[src/rtl/core/gncc_pkg.sv]
// Shared types and field widths for the chain cover core.
`default_nettype none

package gncc_pkg;

  localparam int HEIGHT_W       = 16;
  localparam int CHAIN_INDEX_W  = 6;
  localparam int CHAIN_COUNT_W  = 7;

  typedef enum logic [1:0] {
    ST_IDLE,
    ST_SCAN,
    ST_DONE
  } gncc_state_t;

endpackage

`default_nettype wire

[src/rtl/core/gncc_if.sv]
// Valid/ready channel interfaces for height items and chain results.
`default_nettype none

interface gncc_in_if import gncc_pkg::*; ();
  logic                valid;
  logic                ready;
  logic [HEIGHT_W-1:0] height;
  logic                new_sequence;

  modport source (output valid, output height, output new_sequence, input ready);
  modport sink   (input valid, input height, input new_sequence, output ready);
endinterface

interface gncc_out_if import gncc_pkg::*; ();
  logic                     valid;
  logic                     ready;
  logic [CHAIN_INDEX_W-1:0] chain_index;
  logic                     opened_chain;
  logic [CHAIN_COUNT_W-1:0] chain_count;
  logic                     overflow;

  modport source (output valid, output chain_index, output opened_chain,
                  output chain_count, output overflow, input ready);
  modport sink   (input valid, input chain_index, input opened_chain,
                  input chain_count, input overflow, output ready);
endinterface

`default_nettype wire

[src/rtl/core/gncc_ram.sv]
// Chain last-height table: one write port, one registered read port.
`default_nettype none

module gncc_ram #(
  parameter int DEPTH = 64,
  parameter int AW    = 6,
  parameter int DW    = 16
) (
  input  wire logic          clk,
  input  wire logic          we,
  input  wire logic [AW-1:0] waddr,
  input  wire logic [DW-1:0] wdata,
  input  wire logic          re,
  input  wire logic [AW-1:0] raddr,
  output      logic [DW-1:0] rdata
);

  logic [DW-1:0] mem [DEPTH];

  always_ff @(posedge clk) begin
    if (we) begin
      mem[waddr] <= wdata;
    end
  end

  always_ff @(posedge clk) begin
    if (re) begin
      rdata <= mem[raddr];
    end
  end

endmodule

`default_nettype wire

[src/rtl/core/gncc_fit.sv]
// Best-fit compare: entry fits and beats the current best candidate.
`default_nettype none

module gncc_fit #(
  parameter int DW = 16
) (
  input  wire logic [DW-1:0] entry_v,
  input  wire logic [DW-1:0] height,
  input  wire logic          found,
  input  wire logic [DW-1:0] best_v,
  output      logic          take
);

  assign take = (entry_v >= height) && (!found || (entry_v < best_v));

endmodule

`default_nettype wire

[src/rtl/core/greedy_nonincreasing_chain_cover_core.sv]
// Top level: greedy non-increasing chain cover, one table scan per item.
//
//  channel | dir | handshake         | payload
//  in_ch   | in  | valid/ready       | height[15:0], new_sequence
//  out_ch  | out | valid/ready       | chain_index[5:0], opened_chain, chain_count[6:0], overflow
//
// After acceptance an item is scanned: one table read per open chain through the single read
// port, each registered read compared against the best fit so far, then a decide step that
// writes back and loads the output register. Ready returns in the cycle after the write-back,
// so a new item is accepted only once the last one is through its write-back.
// Reset clears the chain count and the sequencer; the table itself is not cleared.
// A result waits in the output register; the next item is accepted meanwhile and its
// write-back holds until that register frees up.
`default_nettype none

module greedy_nonincreasing_chain_cover_core import gncc_pkg::*; #(
  parameter int MAX_CHAINS  = 64,
  parameter int HEIGHT_BITS = 16
) (
  input wire logic clk,
  input wire logic rst_n,
  gncc_in_if.sink    in_ch,
  gncc_out_if.source out_ch
);

  localparam int IW = $clog2(MAX_CHAINS);
  localparam int CW = $clog2(MAX_CHAINS + 1);
  localparam int SW = (HEIGHT_BITS < HEIGHT_W) ? HEIGHT_BITS : HEIGHT_W;

  gncc_state_t state_r, state_nxt;

  logic [SW-1:0] h_r;
  logic [CW-1:0] cnt_r, cnt_nxt;
  logic [CW-1:0] rd_ptr_r, rd_ptr_nxt;
  logic          cmp_vld_r;
  logic [IW-1:0] cmp_idx_r;
  logic          found_r, found_nxt;
  logic [IW-1:0] best_idx_r;
  logic [SW-1:0] best_v_r;
  logic          out_vld_r;

  logic          in_acc;
  logic          rd_en;
  logic          scan_end;
  logic          load;
  logic          has_room;
  logic          take;
  logic          ram_we;
  logic [IW-1:0] ram_waddr;
  logic [SW-1:0] rdata;

  logic [IW-1:0] res_idx;
  logic [CW-1:0] res_cnt;
  logic [31:0]   res_idx_ext;
  logic [31:0]   res_cnt_ext;

  assign in_acc   = in_ch.valid && in_ch.ready;
  assign rd_en    = (state_r == ST_SCAN) && (rd_ptr_r < cnt_r);
  assign scan_end = !(rd_ptr_r < cnt_r) && !cmp_vld_r;
  assign has_room = cnt_r < CW'(MAX_CHAINS);

  gncc_ram #(
    .DEPTH (MAX_CHAINS),
    .AW    (IW),
    .DW    (SW)
  ) u_ram (
    .clk   (clk),
    .we    (ram_we),
    .waddr (ram_waddr),
    .wdata (h_r),
    .re    (rd_en),
    .raddr (rd_ptr_r[IW-1:0]),
    .rdata (rdata)
  );

  gncc_fit #(
    .DW (SW)
  ) u_fit (
    .entry_v (rdata),
    .height  (h_r),
    .found   (found_r),
    .best_v  (best_v_r),
    .take    (take)
  );

  // next state
  always_comb begin
    state_nxt = state_r;
    unique case (state_r)
      ST_IDLE: begin
        if (in_acc) begin
          state_nxt = ST_SCAN;
        end
      end
      ST_SCAN: begin
        if (scan_end) begin
          state_nxt = ST_DONE;
        end
      end
      ST_DONE: begin
        if (load) begin
          state_nxt = ST_IDLE;
        end
      end
      default: state_nxt = ST_IDLE;
    endcase
  end

  // sequencer outputs
  always_comb begin
    in_ch.ready = 1'b0;
    load        = 1'b0;
    unique case (state_r)
      ST_IDLE: in_ch.ready = 1'b1;
      ST_SCAN: ;
      ST_DONE: load = !out_vld_r || out_ch.ready;
      default: ;
    endcase
  end

  assign ram_we    = load && (found_r || has_room);
  assign ram_waddr = found_r ? best_idx_r : cnt_r[IW-1:0];

  always_comb begin
    cnt_nxt = cnt_r;
    if (in_acc && in_ch.new_sequence) begin
      cnt_nxt = '0;
    end else if (load && !found_r && has_room) begin
      cnt_nxt = cnt_r + CW'(1);
    end
  end

  always_comb begin
    rd_ptr_nxt = rd_ptr_r;
    found_nxt  = found_r;
    if (in_acc) begin
      rd_ptr_nxt = '0;
      found_nxt  = 1'b0;
    end else begin
      if (rd_en) begin
        rd_ptr_nxt = rd_ptr_r + CW'(1);
      end
      if (cmp_vld_r && take) begin
        found_nxt = 1'b1;
      end
    end
  end

  always_ff @(posedge clk) begin
    if (!rst_n) begin
      state_r   <= ST_IDLE;
      cnt_r     <= '0;
      rd_ptr_r  <= '0;
      cmp_vld_r <= 1'b0;
      found_r   <= 1'b0;
      out_vld_r <= 1'b0;
    end else begin
      state_r   <= state_nxt;
      cnt_r     <= cnt_nxt;
      rd_ptr_r  <= rd_ptr_nxt;
      cmp_vld_r <= rd_en;
      found_r   <= found_nxt;
      out_vld_r <= load || (out_vld_r && !out_ch.ready);
    end
  end

  always_ff @(posedge clk) begin
    if (in_acc) begin
      h_r <= in_ch.height[SW-1:0];
    end
    if (rd_en) begin
      cmp_idx_r <= rd_ptr_r[IW-1:0];
    end
    if (cmp_vld_r && take) begin
      best_idx_r <= cmp_idx_r;
      best_v_r   <= rdata;
    end
  end

  // result of the decide step
  always_comb begin
    if (found_r) begin
      res_idx = best_idx_r;
      res_cnt = cnt_r;
    end else if (has_room) begin
      res_idx = cnt_r[IW-1:0];
      res_cnt = cnt_r + CW'(1);
    end else begin
      res_idx = '0;
      res_cnt = cnt_r;
    end
  end

  assign res_idx_ext = 32'(res_idx);
  assign res_cnt_ext = 32'(res_cnt);

  always_ff @(posedge clk) begin
    if (load) begin
      out_ch.chain_index  <= res_idx_ext[CHAIN_INDEX_W-1:0];
      out_ch.opened_chain <= !found_r && has_room;
      out_ch.chain_count  <= res_cnt_ext[CHAIN_COUNT_W-1:0];
      out_ch.overflow     <= !found_r && !has_room;
    end
  end

  assign out_ch.valid = out_vld_r;

endmodule

`default_nettype wire
[src/flat_wrapper.sv]
// flat-port wrapper written by rule: the top's interface ports become plain ports
module greedy_nonincreasing_chain_cover_core_flat import gncc_pkg::*;
#(
  parameter int MAX_CHAINS  = 64,
  parameter int HEIGHT_BITS = 16
)
  (clk, rst_n, in_ch_valid, in_ch_height, in_ch_new_sequence, in_ch_ready, out_ch_valid, out_ch_chain_index, out_ch_opened_chain, out_ch_chain_count, out_ch_overflow, out_ch_ready);
  gncc_in_if in_ch_i ();
  gncc_out_if out_ch_i ();
  input wire logic clk;
  input wire logic rst_n;
  input wire logic [$bits(in_ch_i.valid)-1:0] in_ch_valid;
  input wire logic [$bits(in_ch_i.height)-1:0] in_ch_height;
  input wire logic [$bits(in_ch_i.new_sequence)-1:0] in_ch_new_sequence;
  output wire logic [$bits(in_ch_i.ready)-1:0] in_ch_ready;
  output wire logic [$bits(out_ch_i.valid)-1:0] out_ch_valid;
  output wire logic [$bits(out_ch_i.chain_index)-1:0] out_ch_chain_index;
  output wire logic [$bits(out_ch_i.opened_chain)-1:0] out_ch_opened_chain;
  output wire logic [$bits(out_ch_i.chain_count)-1:0] out_ch_chain_count;
  output wire logic [$bits(out_ch_i.overflow)-1:0] out_ch_overflow;
  input wire logic [$bits(out_ch_i.ready)-1:0] out_ch_ready;
  assign in_ch_i.valid = in_ch_valid;
  assign in_ch_i.height = in_ch_height;
  assign in_ch_i.new_sequence = in_ch_new_sequence;
  assign in_ch_ready = in_ch_i.ready;
  assign out_ch_valid = out_ch_i.valid;
  assign out_ch_chain_index = out_ch_i.chain_index;
  assign out_ch_opened_chain = out_ch_i.opened_chain;
  assign out_ch_chain_count = out_ch_i.chain_count;
  assign out_ch_overflow = out_ch_i.overflow;
  assign out_ch_i.ready = out_ch_ready;
  greedy_nonincreasing_chain_cover_core #(.MAX_CHAINS(MAX_CHAINS), .HEIGHT_BITS(HEIGHT_BITS)) u_core (.clk(clk), .rst_n(rst_n), .in_ch(in_ch_i), .out_ch(out_ch_i));
endmodule
[config.mk]
export PLATFORM = sky130hd
export DESIGN_NAME = greedy_nonincreasing_chain_cover_core_flat
export DESIGN_NICKNAME = d
export VERILOG_FILES = /design/src/rtl/core/gncc_pkg.sv /design/src/rtl/core/gncc_if.sv /design/src/rtl/core/gncc_ram.sv /design/src/rtl/core/gncc_fit.sv /design/src/rtl/core/greedy_nonincreasing_chain_cover_core.sv /design/src/flat_wrapper.sv
export SDC_FILE = /design/constraint.sdc
export NUM_CORES = 1
export LEC_CHECK = 0
export BUFFER_PORTS_ARGS = -buffer_cell sky130_fd_sc_hd__buf_2
export CORE_MARGIN = 4
export CORE_UTILIZATION = 65
export CTS_CLUSTER_DIAMETER = 100
export CTS_CLUSTER_SIZE = 14
export DETAILED_ROUTE_END_ITERATION = 16
export GPL_ROUTABILITY_DRIVEN = 0
export PLACE_DENSITY = 0.82
export SYNTH_ARGS = -nofsm -noshare
export SYNTH_HDL_FRONTEND = slang
export SYNTH_SLANG_ARGS = --single-unit
[constraint.sdc]
create_clock -name clk -period 9.7 [get_ports clk]
set_input_delay 1.455 -clock clk [delete_from_list [all_inputs] [get_ports clk]]
set_output_delay 1.455 -clock clk [all_outputs]
set_load 0.01 [all_outputs]
==> results.toml, run 1 <==
[min_path]
min-delay-path-class = "register to register"

[sta]
min_period_ns = 4.48
setup_ws_ns = 5.22
finClkSkew_ns = 0.0298
post-route-period-util_pct = 46.2
fmax_mhz = 223
relSlewSlack_pct = 7.39
setup_tns_ns = 0
setup_viol = 0
drv_slew = 0
worstMarginPinSlew_ns = 1.39
rsz0062_at_grt = "no"
hold_viol = 0

[layout]
layout.nets = 2302
stdcell_area_mm2 = 0.0474
drive_gt1_share_pct = 21.1
fillers = 3659
final_util_pct = 71.7
area_delta_synth_final_pct = 8.97
final_cell_count_no_fill = 3126

[grt]
grt_max_degree = 110
grt_pass1_vias = 22600
overflow = 0
antenna_found_initial = 5
grt_usage_pct = 30.5
grt_pass1_wl_um = 156000

[place]
dpl.hpwl_um = 61300
portBuffers = 37
place_area_mm2 = 0.0450
detailedPlace.worstSlack_ns = 5.42
place_inst = 3013

[cts]
holdBufCountCts = 0
path_clk_slew_ns = 0.07
cts_resized = 0
cts_buffer_depth = 3
clock-root-buffer = "clkbuf_16"
insertion_delay_ns = 0.64
post_cts_buffers = 0
htreeDepth = 3
numCtsBuffers = 89
cts_tree = "built"
cts.sink_count = 1118

[routing]
vias = 22500
post_drt_via_cell_ratio = 7.20
drtIter0Drc = 3743
wl_per_cell_um = 34.0
drt-total-wl_um = 106000
firstDrtPassIters = 6
ant_nets = 0
drc = 0

[setup_path]
worstPathMaxFanout = 109
critPathArrivalTime_ns = 4.99
crit_required_ns = 10.21
crit_path_end_kind = "register"
start_kind = "register"
worst-setup-path-type = "register to register"

[flow_run]
max-cap-violations = 0

[logic_synthesis]
synth.distinct_cells = 56
synth_warnings = 0
synth_cells = 2113
yosys_register_bits = 1118
async_reset_ff_share_pct = 0
synth_edf_count = 1099
synthTopCellsByArea = "edfxtp_1 76%, mux4_2 12%, mux2i_1 1.3%"
synth_area_leader_cell = "edfxtp_1"
synth_top_area_share_pct = 75.9
synth_ff_type = "edfxtp_1"
syn-num-nets = 2175
ys_seq_area_share_pct = 76.8
netlist_area_mm2 = 0.0435
syn_avg_cell_area_um2 = 20.6

[power]
power.density_mw_per_mm2 = 188
ir_worst_vdd_uv = 166
power.static_leakage_nw = 14.6

[floorplan]
core_area_mm2 = 0.0661
die_x_um = 267
die_area_mm2 = 0.0711
initial_core_util_pct = 65.8
rows = 94
io_pins = 38
die_y_um = 267

[outcome]
status = "finished, final reports clean"
-- sequential cells by signal (all words and copies together) (netlist names), 7 cells and up --
name and flops:
u_core.cnt_r 7, u_core.h_r 16, u_core.u_ram.mem 1024, u_core.out_ch.chain_count 7
u_core.rd_ptr_r 7, u_core.best_v_r 16, u_core.u_ram.rdata 16
-- logic make-up (layout without fill, tap and decap cells) --
family,after synthesis,in the layout,synth area share [%]
simple gates,247,247,2.51
other cells,0,1,0
mux,294,294,13.3
fa+ha+maj,41,41,1.18
flops,1118,1118,76.8
buf+inv,146,294,1.65
compound gates,254,254,4.29
xor+xnor,13,13,0.262
-- cell usage in the layout (no fill, tap or decap), types with 14 or more instances in the layout --
cell type / instances
a22o_1: 15
inv_1: 45
a22oi_1: 72
edfxtp_1: 1099
o22ai_1: 19
ha_1: 41
nand2_1: 78
mux2i_1: 58
a21oi_1: 24
buf_4: 99
nand3_1: 14
nor2_1: 96
nor2b_1: 15
dfxtp_1: 15
a211oi_1: 49
buf_2: 37
clkbuf_1: 17
clkbuf_16: 92
mux4_2: 228
-- critical path, cell delays in order (launching register included) --
cell and delay [ns]:
dfxtp_4 0.85, buf_12 0.64, nand3_1 1.12, o221ai_1 0.56, a211oi_1 0.13, a211oi_1 0.60, a221o_1 0.21
-- synth_stat cells (all sizes together), types with 3 or more instances --
cell type	count
xnor2	13
clkbuf	43
mux2	8
inv	45
a22oi	72
a211oi	49
nand4	4
nor2	97
dfxtp	19
o311ai	4
nand2	78
nand2b	10
a221o	12
a21oi	25
nor2b	17
mux4	228
nand3	14
buf	58
and3	3
a22o	15
a21o	10
and2	7
o21ai	16
o21a	5
a2111oi	3
o221ai	10
ha	41
o22ai	19
edfxtp	1099
nor3	7
mux2i	58
-- metal layers --
metal / GRT usage, % / part of all wire, % / vias to the layer above
met1: 41.9 / 34 / 11600
met2: 48.1 / 48 / 1724
li1: - / - / 8933
met4: 11.6 / 4.6 / 0
met5: 0 / 0 / -
met3: 8.13 / 13 / 291
-- worst paths after layout --
| check | startpoint | slack [ns] | to | cells past startpoint |
|---|---|---|---|---|
| setup / recovery | u_core.rd_ptr_r[0] | 5.22 | u_core.u_ram.rdata[3] | 6 |
| setup reg to reg | u_core.rd_ptr_r[0] | 5.22 | u_core.u_ram.rdata[3] | 6 |
| hold / removal | u_core.cmp_idx_r[2] | 0.42 | u_core.best_idx_r[2] | 0 |
| hold reg to reg | u_core.cmp_idx_r[2] | 0.42 | u_core.best_idx_r[2] | 0 |
-- metrics by stage --
stage	total power, mW	hold slack [ns]
6_report	8.89	0.422
5_1_grt	9.13	0.432
4_1_cts	8.91	0.424
3_5_place_dp	5.74	0.416
3_3_place_gp	5.72	0.402
2_1_floorplan	5.61	0.400
-- area by class of cell --
type | count | area [um^2] | area share, %
antenna | 1 | 2.50 | 0.00528
clock buffer | 109 | 2370 | 4.99
clock inverter | 3 | 28.8 | 0.0607
inverter | 45 | 169 | 0.356
multi-input combinational | 849 | 9400 | 19.8
sequential | 1118 | 33400 | 70.5
tap | 864 | 1080 | 2.28
timing repair buffer | 137 | 948 | 2.00
-- report_power, final --
part / switching [mW] / internal, mW
combinational: 0.205 / 0.0494
clock: 1.55 / 1.70
sequential: 0.0154 / 5.37
total: 1.77 / 7.12
Note: power is estimated with default switching activity, not from simulation.
==> run 2: changes to the inputs <==
CORE_UTILIZATION = 63   (was 65)
PLACE_DENSITY = 0.79   (was 0.82)
clock period = 4.2 ns   (was 9.7 ns; I/O delays follow)
==> run 2 against run 1 <==
Total power is 130% higher. Maximum frequency is 24% higher. Non-clock buffer count is 44 higher. Core utilization is 1.8 points lower. Worst setup slack worse by 4.6 ns. Critical path depth is 1 lower. Final cell count is 2.1% higher. First-iteration DRC count is 8.9% lower.
==> results.toml, run 2 (synthesis gave the netlist of run 1 again) <==
[outcome]
status = "finished, final reports clean"

[setup_path]
worstPathMaxFanout = 38
worst-setup-path-type = "register to register"
start_kind = "register"
critPathArrivalTime_ns = 3.99
crit_required_ns = 4.59
crit_path_end_kind = "register"

[sta]
fmax_mhz = 278
relSlewSlack_pct = 33.5
drv_slew = 0
finClkSkew_ns = 0.0299
post-route-period-util_pct = 85.8
setup_tns_ns = 0
rsz0062_at_grt = "no"
setup_viol = 0
min_period_ns = 3.60
worstMarginPinSlew_ns = 0.992
hold_viol = 0

[routing]
drt-total-wl_um = 106000
drc = 0
wl_per_cell_um = 33.1
post_drt_via_cell_ratio = 6.99
drtIter0Drc = 3409
vias = 22300
firstDrtPassIters = 6
ant_nets = 0

[place]
portBuffers = 37
dpl.hpwl_um = 63900

[cts]
holdBufCountCts = 0
post_cts_buffers = 0
path_clk_slew_ns = 0.07
cts_tree = "built"
htreeDepth = 3
cts.sink_count = 1118
numCtsBuffers = 89
cts_resized = 0
clock-root-buffer = "clkbuf_16"
cts_buffer_depth = 3
insertion_delay_ns = 0.66

[min_path]
min-delay-path-class = "primary input to register"

[layout]
fillers = 3977
largest_reg_flops = 1024
most-common-layout-cells = "1099 x edfxtp_1, 228 x mux4_2, 137 x buf_4, 96 x nor2_1, 90 x clkbuf_16"
area_delta_synth_final_pct = 9.96
final_common_cell = "edfxtp_1"
drive_gt1_share_pct = 22.7
layout.nets = 2346
largest-register = "u_core.u_ram.mem"

[floorplan]
die_y_um = 271
initial_core_util_pct = 63.5
core_area_mm2 = 0.0685
die_area_mm2 = 0.0733
rows = 96
io_pins = 38
die_x_um = 271

[grt]
antenna_found_initial = 3
grt_pass1_wl_um = 155000
overflow = 0
grt_usage_pct = 29.2
grt_max_degree = 75
grt_pass1_vias = 22400

[power]
ir_worst_vdd_uv = 309
power.density_mw_per_mm2 = 429
power.static_leakage_nw = 14.9
power_mw = 20.5

[flow_run]
max-cap-violations = 0
==> run 2: layout make-up <==
| class | count | area [um^2] | share of cell area, % |
|---|---|---|---|
| Clock buffer | 109 | 2320 | 4.86 |
| Antenna cell | 1 | 2.50 | 0.00523 |
| Tap cell | 882 | 1100 | 2.31 |
| Sequential cell | 1118 | 33400 | 69.8 |
| Clock inverter | 7 | 75.1 | 0.157 |
| Timing Repair Buffer | 181 | 1350 | 2.83 |
| Inverter | 45 | 169 | 0.353 |
| Multi-Input combinational cell | 849 | 9400 | 19.7 |
==> run 2: power breakdown <==
group | switching [mW] | internal, mW
logic | 0.457 | 0.114
clock network | 3.63 | 3.87
registers | 0.0343 | 12.4
==> run 2: worst paths after layout <==
kind                                 end           startpoint  depth (start not counted)  slack (ns)
setup / recovery  u_core.u_ram.rdata[11]   u_core.rd_ptr_r[0]                          5        0.60
hold / removal            u_core.h_r[15]     in_ch_height[15]                          1        0.16
setup reg to reg  u_core.u_ram.rdata[11]   u_core.rd_ptr_r[0]                          5        0.60
hold reg to reg     u_core.best_idx_r[3]  u_core.cmp_idx_r[3]                          0        0.42
==> run 2: through the flow <==
step	hold WS, ns	utilization [%]	worst slack, ns	cells	area [um^2]
finish	0.158	69.8	0.597	3192	47800
global route	0.136	69.8	0.617	3191	47800
CTS	0.122	69.8	0.663	3191	47800
detailed placement	0.417	66.3	0.672	3075	45400
global placement	0.401	66.3	0.722	3075	45400
floorplan	0.400	-	0.760	2113	43500
==> run 2: worst max-delay path: stages, from the launching register on <==
cell,delay [ns]
dfxtp_4,0.91
buf_12,0.37
mux4_2,0.54
a211oi_1,0.83
a211oi_1,0.27
a221o_1,0.34
==> run 2: per-layer routing <==
metal / vias up / wire length [um] / share of wire, % / track usage (%)
met4: 0 / 5510 / 5.2 / 13.1
li1: 9044 / - / - / -
met5: - / 0 / 0 / 0
met2: 1482 / 50500 / 48 / 45.2
met1: 11500 / 37900 / 36 / 40.7
met3: 255 / 11900 / 11 / 6.81
